## src/design/bounded_uniform_random_integer_macros.svh

```systemverilog
// ----------------------------------------------------------------------------
// Assertion macros for the bounded uniform random integer block
// Concurrent property macros that vanish when the design is synthesised.
// ----------------------------------------------------------------------------
`ifndef BOUNDED_UNIFORM_RANDOM_INTEGER_MACROS_SVH
`define BOUNDED_UNIFORM_RANDOM_INTEGER_MACROS_SVH

`ifndef SYNTHESIS
// Antecedent implies consequent in the same cycle.
`define BUR_ASSERT_IMPL(label, clk, rst, ante, cons, msg) \
   label: assert property (@(posedge clk) disable iff (rst) (ante) |-> (cons)) \
      else $error(msg);
// Antecedent implies consequent in the following cycle.
`define BUR_ASSERT_NEXT(label, clk, rst, ante, cons, msg) \
   label: assert property (@(posedge clk) disable iff (rst) (ante) |=> (cons)) \
      else $error(msg);
`else
`define BUR_ASSERT_IMPL(label, clk, rst, ante, cons, msg)
`define BUR_ASSERT_NEXT(label, clk, rst, ante, cons, msg)
`endif

`endif

```

## src/design/bur_pkg.sv

```systemverilog
// ----------------------------------------------------------------------------
// Bounded uniform random integer package
// Generator constants, tempering function and shared control types.
// ----------------------------------------------------------------------------
`default_nettype none

package bur_pkg;

   localparam int unsigned MtN = 312;
   localparam int unsigned MtM = 156;
   localparam int unsigned IdxW = 9;
   localparam logic [63:0] MtMatrix   = 64'hB502_6F5A_A966_19E9;
   localparam logic [63:0] MtUpper    = 64'hFFFF_FFFF_8000_0000;
   localparam logic [63:0] MtLower    = 64'h0000_0000_7FFF_FFFF;
   localparam logic [63:0] MtInitMult = 64'd6364136223846793005;
   localparam logic [31:0] SeedReset  = 32'd5489;
   localparam logic [IdxW-1:0] IdxLast = IdxW'(MtN - 1);
   localparam logic [IdxW-1:0] IdxEnd  = IdxW'(MtN);

   // Requests from the sampling controller to the generator.
   typedef struct packed {
      logic        word_req;
      logic        seed_load;
      logic [31:0] seed;
   } gen_ctl_type;

   // A generator word handed back.
   typedef struct packed {
      logic        valid;
      logic [63:0] word;
   } gen_word_type;

   // Result of the bit-serial remainder unit.
   typedef struct packed {
      logic        done;
      logic [32:0] rem;
   } mod_res_type;

   // Output tempering of the 64-bit twister.
   function automatic logic [63:0] temper(input logic [63:0] w);
      logic [63:0] y;
      y = w;
      y = y ^ ((y >> 29) & 64'h5555_5555_5555_5555);
      y = y ^ ((y << 17) & 64'h71D6_7FFF_EDA6_0000);
      y = y ^ ((y << 37) & 64'hFFF7_EEE0_0000_0000);
      y = y ^ (y >> 43);
      return y;
   endfunction

   // Pre-mix of the previous word before the seeding multiply.
   function automatic logic [63:0] seed_mix(input logic [63:0] p);
      return p ^ (p >> 62);
   endfunction

endpackage

`default_nettype wire

```

## src/design/bur_modulo.sv

```systemverilog
// ----------------------------------------------------------------------------
// Bit-serial remainder unit
// Reduces a 64-bit draw modulo a range of up to 2^32, one bit per cycle.
// ----------------------------------------------------------------------------
`default_nettype none

module bur_modulo (
   input  wire logic        clock,
   input  wire logic        reset,
   input  wire logic        start,
   input  wire logic [63:0] dividend,
   input  wire logic [32:0] divisor,
   output bur_pkg::mod_res_type result
);

   import bur_pkg::*;

   logic        busy_ff, busy_in;
   logic        done_ff, done_in;
   logic [5:0]  cnt_ff, cnt_in;
   logic [63:0] sh_ff, sh_in;
   logic [32:0] rem_ff, rem_in;
   logic [33:0] trial;

   // One restoring step: bring in the next bit and subtract if it fits.
   always_comb begin
      trial   = {rem_ff, sh_ff[63]};
      busy_in = busy_ff;
      done_in = 1'b0;
      cnt_in  = cnt_ff;
      sh_in   = sh_ff;
      rem_in  = rem_ff;
      if (start) begin
         busy_in = 1'b1;
         cnt_in  = '0;
         sh_in   = dividend;
         rem_in  = '0;
      end else if (busy_ff) begin
         if (trial >= {1'b0, divisor}) begin
            trial = trial - {1'b0, divisor};
         end
         rem_in = trial[32:0];
         sh_in  = sh_ff << 1;
         cnt_in = cnt_ff + 1'b1;
         if (cnt_ff == 6'd63) begin
            busy_in = 1'b0;
            done_in = 1'b1;
         end
      end
   end

   always_ff @(posedge clock) begin
      if (reset) begin
         busy_ff <= 1'b0;
         done_ff <= 1'b0;
      end else begin
         busy_ff <= busy_in;
         done_ff <= done_in;
      end
   end

   always_ff @(posedge clock) begin
      cnt_ff <= cnt_in;
      sh_ff  <= sh_in;
      rem_ff <= rem_in;
   end

   assign result.done = done_ff;
   assign result.rem  = rem_ff;

endmodule

`default_nettype wire

```

## config.mk

```make
export PLATFORM = sky130hd
export DESIGN_NAME = bur_modulo
export DESIGN_NICKNAME = d
export VERILOG_FILES = /design/src/design/bounded_uniform_random_integer_macros.svh /design/src/design/bur_pkg.sv /design/src/design/bur_modulo.sv
export SDC_FILE = /design/constraint.sdc
export NUM_CORES = 1
export LEC_CHECK = 0
export BUFFER_PORTS_ARGS = -buffer_cell sky130_fd_sc_hd__buf_2
export CAP_MARGIN = 30
export CORE_ASPECT_RATIO = 1.1
export CORE_UTILIZATION = 56
export DETAILED_ROUTE_END_ITERATION = 8
export PLACE_DENSITY = 0.83
export SYNTH_ARGS = -nofsm -noshare
export SYNTH_HDL_FRONTEND = slang
export SYNTH_SLANG_ARGS = --single-unit
```

## constraint.sdc

```tcl
create_clock -name clock -period 3.5 [get_ports clock]
set_input_delay 0.525 -clock clock [delete_from_list [all_inputs] [get_ports clock]]
set_output_delay 0.525 -clock clock [all_outputs]
set_load 0.01 [all_outputs]
```

Word level (Yosys, flattened, before mapping)
Index checks and enable logic that the tools add are counted.
{"block": "word_totals", "reg_bits": 105, "mem_count": 0, "ramBits": 0, "latch_bits": 0, "output_inout_bits": 34, "mem_bits_ro": 0}
{"block": "classes", "n_div": 0, "n_mul": 0, "n_eq_ne": 1, "bitwise_logic": 1, "n_mux": 7, "n_reduce_logical": 2, "shifts": 0, "n_lt_le_gt_ge": 1, "add_sub_neg": 2}
{"cell": "$mux 64", "n": 2}
{"cell": "$ge 34x33->1", "n": 1}
{"cell": "$mux 33", "n": 1}
{"cell": "$sub 33x33->33", "n": 1}
{"cell": "$add 6x1->6 const B", "n": 1}
{"cell": "$eq 6x6->1 const B", "n": 1}
{"cell": "$mux 1", "n": 4}
{"cell": "$reduce_or 3->1", "n": 1}
{"cell": "$reduce_bool 2->1", "n": 1}
{"cell": "$not 1->1", "n": 1}

Logic depth before layout (Yosys ltp)
{"block": "logic_depth", "depth_word": 4, "ltp_mapped": 14, "depth_no_buf": 12}

Worst setup path after synthesis
Ideal clock, no wire load.
{"block": "synth_path", "kind": "in2reg", "startpoint": "input divisor[0]", "endpoint": "register rem_ff[1]", "arrival_time_ps": 2878, "n_path_buf": 2, "t_required_ps": 3409, "path_slack_ps": 532, "path_stages": 13, "path_cell_list": "ha_1 -> inv_1 -> fa_1 -> a21o_1 -> a22oi_1 -> o211ai_2 -> a21oi_1 -> o31ai_4 -> a21oi_2 -> buf_4 -> buf_2 -> nand2_1 -> a311oi_1"}
{"block": "synth_between", "elab_chain_len": 2, "elab_cells_between_ends": 3, "classes_between": "1 x add/sub; 1 x order compare; 1 x mux"}
{"item": "start, declared", "line": "bur_modulo.sv:12", "text": "input wire logic [32:0] divisor,"}
{"item": "$sub 33x33->33 or $ge 34x33->1 (tied branches)", "line": "bur_modulo.sv:40, bur_modulo.sv:39"}
{"item": "$mux 33 *", "line": "bur_modulo.sv:39", "text": "if (trial >= {1'b0, divisor}) begin"}
{"item": "end signal, assigned", "line": "bur_modulo.sv:65", "text": "rem_ff <= rem_in;"}
{"item": "end, declared", "line": "bur_modulo.sv:22", "text": "logic [32:0] rem_ff, rem_in;"}
Every way passes the cells marked *; elsewhere a longest branch is shown, timed or not.
A chain may end at the register's enable or synchronous reset.

Final worst setup path
{"block": "layout_path", "startpoint": "register sh_ff[63]", "endpoint": "register rem_ff[15]"}
{"block": "layout_between", "elab_chain_len": 2, "elab_cells_between_ends": 3, "classes_between": "1 x add/sub; 1 x order compare; 1 x mux"}
{"item": "start, declared", "line": "bur_modulo.sv:21", "text": "logic [63:0] sh_ff, sh_in;"}
{"item": "start signal, assigned", "line": "bur_modulo.sv:64", "text": "sh_ff <= sh_in;"}
{"item": "$sub 33x33->33 or $ge 34x33->1 (tied branches)", "line": "bur_modulo.sv:40, bur_modulo.sv:39"}
{"item": "$mux 33 *", "line": "bur_modulo.sv:39"}
Marked as above.

==> impl_metrics.env <==
export IMPL_first_iter_violations=251
export IMPL_setup_tns_ns=0
export IMPL_post_cts_buffers=0
export IMPL_ys_seq_area_share_pct=43.3
export IMPL_drt_vias_per_instance=5.72
export IMPL_globalplace_congestion=0.874
export IMPL_antenna_found_initial=0
export IMPL_io_pins=134
export IMPL_grt_total_usage_pct=25.2
export IMPL_fin_crit_ns=3.11
export IMPL_multi_input_area_sq_um=3280
export IMPL_io_buffers=133
export IMPL_rows=40
export IMPL_overflow=0
export IMPL_fillers=821
export IMPL_synthFlopType="edfxtp_1"
export IMPL_power_mw=3.29
export IMPL_route_antenna_remaining_nets=0
export IMPL_synth_most_common_cell="nand2_1"
export IMPL_num_nets_final=885
export IMPL_critPathRequiredTime_ns=3.73
export IMPL_leakagePower_nw=3.17
export IMPL_post_cts_resized=0
export IMPL_core_area_sq_um=11000
export IMPL_dr_pass1_iters=4
export IMPL_drive_gt1_share_pct=31.9
export IMPL_synth_area_leaders="edfxtp_1, dfxtp_1, mux2_2, ha_1, nand2_1"
export IMPL_crit_path_cell_trace="inv_1 > ha_1 > inv_1 > fa_1 > a21o_1 > a22oi_1 > o211ai_2 > a21oi_1 > o31ai_4 > a21oi_2 > buf_4 > nand2_1 > a311oi_1"
export IMPL_ys_async_sr_fraction_pct=0
export IMPL_drc_errors=0
export IMPL_synth_top_area_share_pct=30.3
export IMPL_dpl_cell_area_sq_um=7120
export IMPL_cts_sinks=105
export IMPL_crit_buf_inv=3
export IMPL_clockBufferDepth=2
export IMPL_syn_area_per_cell_sq_um=10.0
export IMPL_drt_total_wl_mm=14.4
export IMPL_status="finished clean"
export IMPL_max_stage_delay_ns=0.39
export IMPL_dp_hpwl_mm=10.7
export IMPL_synth_common_cells="nand2_1, mux2_2, edfxtp_1"
export IMPL_yosysTopAreaCell="edfxtp_1"
export IMPL_cts_tree="done"
export IMPL_yosys_warnings=0
export IMPL_drv_slew=0
export IMPL_setup_violations_final=0
export IMPL_cp_end_kind="flip-flop"
export IMPL_clk_latency_ns=0.35
export IMPL_syn_num_nets=768
export IMPL_worstPathArrival_ns=3.34
export IMPL_hold_viol_final=0
export IMPL_fin_crit_sh_pct=88.8
export IMPL_grt_first_pass_wirelength_mm=23.0
export IMPL_ys_seq_elements=105
export IMPL_synth_cells=633
export IMPL_die_h_um=114
export IMPL_worstHoldPathType="input port to flip-flop"
export IMPL_ctsHoldBuffers=0
export IMPL_vdd_drop_max_mv=0.291
export IMPL_vias=5161
export IMPL_crit_path_top_delay_cell="fa_1"
export IMPL_grt_pass1_vias=4810
export IMPL_finalInstanceArea_sq_um=7400
export IMPL_start_util_pct=57.8
export IMPL_rsz0062_at_grt="false"
export IMPL_drv_cap=0
export IMPL_max_freq_mhz=322
export IMPL_cp_start_kind="flip-flop"
export IMPL_clockRootBuffer="clkbuf_16"
export IMPL_fin_hold_ws_ns=0.353
export IMPL_synthToLayoutAreaGrowth_pct=16.8
export IMPL_crit_family="compound AO/OA/AOI/OAI gates"
export IMPL_wl_per_cell_um=16.0
export IMPL_cts_buffers=9
export IMPL_diodes=0
export IMPL_p_per_area_nw_per_um2=445
export IMPL_cp_common_cell="inv_1"
export IMPL_cts_htree_levels=3
export IMPL_maxSlewHeadroom_pct=39.4
export IMPL_grt_max_degree=68
export IMPL_synth_edff_count=64
export IMPL_criticalPathCategory="flip-flop to flip-flop"
export IMPL_clock_skew_ns=0.00804
export IMPL_path_max_fanout=15
export IMPL_chipWidth_um=103
export IMPL_clkTransAtPathRegs_ns=0.07
export IMPL_worst_pin_slew_ns=0.909
export IMPL_ys_types=69
export IMPL_seq_area_sq_um=2740
export IMPL_die_area_sq_um=11800
export IMPL_synthesis_area_sq_um=6340
[area by class of cell]
cell class	count	share of cell area [%]
clock inverters	6	0.761
well taps	147	2.48
flip-flops and latches	105	37.1
multi-input cells	449	44.3
repair buffers	143	10.2
clock buffers	10	3.09
inverters	42	2.13
[cell usage in the layout (no fill, tap or decap), types with 5 or more instances in the layout]
master	netlist	layout
a211oi_1	5	5
ha_1	34	34
a21oi_1	34	34
buf_4	5	10
xor2_1	16	16
xnor2_1	12	12
mux2_2	65	65
nand2_1	67	67
inv_1	42	41
edfxtp_1	64	64
clkbuf_16	0	9
nand3_1	9	9
nand2b_1	7	7
a21o_1	11	11
dfxtp_1	41	40
nor2_1	54	54
o21ai_0	20	20
nand4_1	11	11
a311oi_1	24	24
buf_2	3	132
o21a_1	5	5
nor3_1	6	6
[metrics by stage]
| step | util [%] | cells | setup WS, ns |
|---|---|---|---|
| 3_5_place_dp | 64.9 | 886 | 0.244 |
| 4_1_cts | 67.5 | 902 | 0.380 |
| 6_report | 67.5 | 902 | 0.391 |
| 5_1_grt | 67.5 | 902 | 0.116 |
| 3_3_place_gp | 64.9 | 886 | 0.394 |
| 2_1_floorplan | - | 633 | 0.532 |
[registers in the layout, indices dropped and copies added, names as in the netlist]
signal / count
busy_ff: 1
cnt_ff: 6
sh_ff: 64
done_ff: 1
rem_ff: 33
[kinds of logic after synthesis]
family | count (synthesis) | share of synthesized area [%]
and+or+nand+nor | 178 | 12.8
muxes | 68 | 12.0
DFF | 105 | 43.3
buffers and inverters | 79 | 5.07
xor gates and xnor gates | 28 | 3.87
AOI/OAI and AO/OA | 140 | 15.9
adders and majority gates | 35 | 7.03
[power breakdown]
group | switching (mW) | total, mW | internal [mW]
clock | 0.478 | 0.978 | 0.500
combinational | 0.435 | 0.793 | 0.357
sequential | 0.0750 | 1.52 | 1.45
[routing by layer]
layer	track usage, %	share of wire [%]	up-vias
li1	-	-	2545
met3	3.92	5.8	23
met2	41.1	49	171
met4	9.11	2.1	0
met5	0	0	-
met1	33.7	43	2422
[worst paths after layout]
path,startpoint,end,slack [ns],cells after the start
max,sh_ff[63]$_DFFE_PP_,rem_ff[15]$_SDFFE_PP0P_,0.39,13
min reg2reg,cnt_ff[5]$_SDFFE_PP0P_,cnt_ff[5]$_SDFFE_PP0P_,0.50,2
max reg2reg,sh_ff[63]$_DFFE_PP_,rem_ff[15]$_SDFFE_PP0P_,0.39,13
min,reset,busy_ff$_SDFF_PP0_,0.35,2
[worst register-to-register path: stages, from the launching register on]
cell      delay [ns]
edfxtp_1        0.36
inv_1           0.10
ha_1            0.17
inv_1           0.05
fa_1            0.39
a21o_1          0.23
a22oi_1         0.22
o211ai_2        0.15
a21oi_1         0.34
o31ai_4         0.14
a21oi_2         0.22
buf_4           0.25
nand2_1         0.08
a311oi_1        0.31
No activity file was read; power rests on OpenSTA's default activity.
